File: src/gsa_pkg.sv
// Package with the shared codes and default sizes of the generational slot allocator.
`timescale 1ns / 1ps

package gsa_pkg;

    localparam int SLOTS_DEF      = 1024;
    localparam int QUAR_DEPTH_DEF = 64;
    localparam int GEN_BITS_DEF   = 16;
    localparam int OBJ_BITS_DEF   = 32;

    localparam logic [1:0] REQ_ALLOC   = 2'd0;
    localparam logic [1:0] REQ_FREE    = 2'd1;
    localparam logic [1:0] REQ_RESOLVE = 2'd2;
    localparam logic [1:0] REQ_HANDLE  = 2'd3;

    localparam logic [2:0] ST_OK         = 3'd0;
    localparam logic [2:0] ST_POOL_FULL  = 3'd1;
    localparam logic [2:0] ST_RANGE      = 3'd2;
    localparam logic [2:0] ST_STALE      = 3'd3;
    localparam logic [2:0] ST_FREE_EMPTY = 3'd4;

    localparam logic [2:0] REG_SLOT_LIMIT = 3'd0;
    localparam logic [2:0] REG_QUAR_LIMIT = 3'd4;

endpackage

File: src/gsa_cfg.sv
// APB configuration registers with the clamped slot and quarantine limits.
`timescale 1ns / 1ps

module gsa_cfg #(
    parameter int SLOTS      = gsa_pkg::SLOTS_DEF,
    parameter int QUAR_DEPTH = gsa_pkg::QUAR_DEPTH_DEF,
    parameter int CNT_W      = $clog2(SLOTS + 1),
    parameter int QC_W       = $clog2(QUAR_DEPTH + 1)
) (
    input  logic             clk,
    input  logic             rst_n,
    input  logic             psel,
    input  logic             penable,
    input  logic             pwrite,
    input  logic [2:0]       paddr,
    input  logic [31:0]      pwdata,
    output logic [31:0]      prdata,
    output logic             pready,
    output logic [CNT_W-1:0] slot_lim,
    output logic [QC_W-1:0]  quar_lim
);
    import gsa_pkg::*;

    localparam logic [CNT_W-1:0] SLOTS_C = CNT_W'(SLOTS);
    localparam logic [QC_W-1:0]  QD_C    = QC_W'(QUAR_DEPTH);

    logic [CNT_W-1:0] slot_limit_reg;
    logic [QC_W-1:0]  quar_limit_reg;
    logic             wr_en;

    assign pready = 1'b1;
    assign wr_en  = psel && penable && pwrite;

    always_ff @(posedge clk or negedge rst_n)
    begin
        if (!rst_n)
        begin
            slot_limit_reg <= SLOTS_C;
            quar_limit_reg <= QD_C;
        end
        else if (wr_en)
        begin
            if (paddr[2] == REG_QUAR_LIMIT[2])
            begin
                quar_limit_reg <= pwdata[QC_W-1:0];
            end
            else
            begin
                slot_limit_reg <= pwdata[CNT_W-1:0];
            end
        end
    end

    always_comb
    begin
        prdata = '0;
        if (paddr[2] == REG_QUAR_LIMIT[2])
        begin
            prdata[QC_W-1:0] = quar_limit_reg;
        end
        else
        begin
            prdata[CNT_W-1:0] = slot_limit_reg;
        end
    end

    always_comb
    begin
        if (slot_limit_reg == '0)
        begin
            slot_lim = CNT_W'(1);
        end
        else if (slot_limit_reg > SLOTS_C)
        begin
            slot_lim = SLOTS_C;
        end
        else
        begin
            slot_lim = slot_limit_reg;
        end
        if (quar_limit_reg == '0)
        begin
            quar_lim = QC_W'(1);
        end
        else if (quar_limit_reg > QD_C)
        begin
            quar_lim = QD_C;
        end
        else
        begin
            quar_lim = quar_limit_reg;
        end
    end

endmodule

File: config.mk
export PLATFORM = sky130hd
export DESIGN_NAME = gsa_cfg
export DESIGN_NICKNAME = d
export VERILOG_FILES = /design/src/gsa_pkg.sv /design/src/gsa_cfg.sv
export SDC_FILE = /design/constraint.sdc
export NUM_CORES = 1
export LEC_CHECK = 0
export BUFFER_PORTS_ARGS = -buffer_cell sky130_fd_sc_hd__buf_2
export CAP_MARGIN = 20
export CORE_ASPECT_RATIO = 1.75
export CORE_MARGIN = 10
export CORE_UTILIZATION = 42
export DETAILED_ROUTE_END_ITERATION = 8
export PLACE_DENSITY = 0.84
export SLEW_MARGIN = 20
export SYNTH_ARGS = -nofsm -noshare
export SYNTH_HDL_FRONTEND = slang
export SYNTH_SLANG_ARGS = --single-unit
File: constraint.sdc
create_clock -name clk -period 3.5 [get_ports clk]
set_clock_uncertainty 0.2 [all_clocks]
set_input_delay 0.525 -clock clk [delete_from_list [all_inputs] [get_ports clk]]
set_output_delay 0.525 -clock clk [all_outputs]
set_load 0.005 [all_outputs]
==> flow_summary.toml <==
[sta]
hold_slack_ns = 0.302
setup_violations = 0
setup_tns_ns = 0
final-hold-violation-count = 0
final_max_slew_viol_count = 0
fmax_ghz = 0.489
rsz0062_at_grt = "no"
period_share = 0.584
final.min_clock_period_ns = 2.04

[die]
fp.coreArea_sq_um = 2690
ioPinCount = 91
die_x_um = 59.8
fp-row-count = 25
start_util = 0.433
dieArea_sq_um = 5370
dieHeight_um = 89.7

[logic_synthesis]
synth_compound_area_frac = 0.0129
syn_area_sq_um = 1170
syn_inst = 103
synth-simple-area-share = 0.160
ys_seq_elements = 18
yosysUniqueCellTypes = 20
synth_warnings = 0
syn_area_per_cell_sq_um = 11.3
synth-seq-area-share = 0.388
synthAdderAreaFrac = 0
yosys-mux-area-fraction = 0.264
synth_top_family_by_area = "multiplexers"
synth_xor_area_frac = 0

[route]
drt-total-wl_um = 2940
drtAntennaViolNets = 0
num_vias = 838
wl_per_cell_um = 17.0
dr.first_iter.drc_count = 15
vias_per_cell = 4.84
drt-pass1-iter-count = 4
drc_errors = 0

[grt]
overflow = 0
antenna_found_initial = 0
grt_pass1_vias = 920
grt_pass1_wl_um = 4510
track_usage = 0.106
grt_max_degree = 19

[worst_setup_path]
rrSetupSlack_ns = 2.39
worst_ep_required_time_ns = 2.77
worstSetupPathType = "reg -> out"
r2r_end = "slot_limit_reg[10]$_DFFE_PN1P_"
start_kind = "flip-flop"
reg2reg_depth = 1
r2r_start = "slot_limit_reg[10]$_DFFE_PN1P_"
endpoint_kind = "primary output"
critical_path.max_fanout = 4
arrival_ns = 1.32

[placed_design]
portBuffers = 45
place_congestion = 0.772
hpwl_um = 2370

[min_path]
min_from = "pwdata[10]"
hold_path.class = "in -> reg"
hold_depth = 2
hold_path_end = "slot_limit_reg[10]$_DFFE_PN1P_"

[cts]
clock_path_buffers = 2
cts.sink_count = 18
cts_resized = 0
insertion_delay_ns = 0.26
clk_pin_slew_ns = 0.06
hold_buffers = 1
h-tree-depth = 1
cts_tree = "built"
postCtsSetupRepairBufs = 0
numCtsBuffers = 3
root_buffer = "clkbuf_8"

[power]
p_seq_frac = 0.439
p_switching_uw = 221
intPower_uw = 502
pwr-share-clk = 0.234
switching_share = 0.306
power.leakage_nw = 0.751
powerDensity_nw_per_um2 = 527
vdd_drop_max_uv = 270
pwr-share-comb = 0.327

[final_layout]
final_nets = 187
final_layout_size_suffix_gt1_frac = 0.527
largest_reg_flops = 11
area_delta_synth_final_pct = 17.7
n_antenna_cell = 0

[job]
max_cap_violations = 0

[status]
outcome = "finished clean"
[worst max-delay path by stage]
stage                  end                           start  slack, ns  depth (start not counted)
4_1_cts        slot_lim[0]  slot_limit_reg[10]$_DFFE_PN1P_       1.45                          4
5_1_grt        slot_lim[0]  slot_limit_reg[10]$_DFFE_PN1P_       1.36                          4
2_1_floorplan    prdata[1]                        paddr[2]       1.73                          2
6_report       slot_lim[0]   slot_limit_reg[1]$_DFFE_PN0P_       1.46                          4
3_3_place_gp     prdata[6]                        paddr[2]       1.50                          3
3_5_place_dp     prdata[3]                        paddr[2]       1.50                          3
[through the flow]
step | util | total power [mW] | instance area (sq um) | instances | worst slack, ns
4_1_cts | 0.510 | 0.731 | 1370 | 173 | 1.45
2_1_floorplan | - | 0.458 | 1240 | 123 | 1.73
3_5_place_dp | 0.486 | 0.557 | 1310 | 168 | 1.50
5_1_grt | 0.510 | 0.770 | 1370 | 173 | 1.36
6_report | 0.510 | 0.723 | 1370 | 173 | 1.46
3_3_place_gp | 0.486 | 0.545 | 1310 | 168 | 1.50
[Yosys cell counts]
cell type  count  share of area
nor2b_1       18          0.097
dfrtp_1       16           0.34
buf_4         22           0.14
a21oi_1        1         0.0043
conb_1         2         0.0064
clkbuf_1       3         0.0097
dfstp_2        2          0.045
nand2_1        1         0.0032
nor3_1         1         0.0043
mux2_2        14           0.14
nand4b_4       1          0.020
nor4_1         2          0.011
mux2_4        10           0.13
nand3_1        1         0.0043
buf_2          1         0.0043
inv_1          1         0.0032
o21ai_0        2         0.0086
buf_6          1         0.0097
nand4_2        1          0.011
nor2_1         3         0.0097
[cells by family after synthesis]
group                  Yosys count
muxes                           24
DFF                             18
buffers and inverters           28
other                            2
AOI/OAI and AO/OA                3
and+or+nand+nor                 28
[cell type report]
type,instances,area [sq um]
timing repair buffer,46,235
tap,27,33.8
multi-input combinational,77,592
fill,245,1320
inverter,1,3.75
clock buffer,4,55.1
sequential,18,453
[critical path: stages (launching register included)]
cell	delay, ns
dfrtp_1	0.42
nor4_1	0.30
nand3_1	0.11
o21ai_0	0.09
buf_2	0.15
[power groups by stage]
stage	sequential, mW	combinational, mW	clock [mW]
floorplan	0.294	0.165	0
global route	0.325	0.262	0.183
CTS	0.316	0.241	0.174
finish	0.317	0.237	0.169
detailed placement	0.319	0.238	0
global placement	0.313	0.232	0
[per-layer routing]
layer,up-vias,track usage,wire length (um)
met5,-,0,0
met4,0,0.0564,63
met3,5,0.0437,383
met2,44,0.173,1480
met1,404,0.108,1020
li1,385,-,-
[cell usage in the layout (no fill, tap or decap)]
master and count:
buf_2 45, nor2_1 3, nor2b_1 18, nand4_2 1, conb_1 22, a21oi_1 1
nor3_1 1, dfrtp_1 16, nand4b_4 1, dfstp_2 2, mux2_2 14, nand3_1 1
nand2_1 1, inv_1 1, dlygate4sd3_1 1, mux2_4 10, o21ai_0 2, clkbuf_8 4
nor4_1 2
Power figures use the tool's default switching activity.
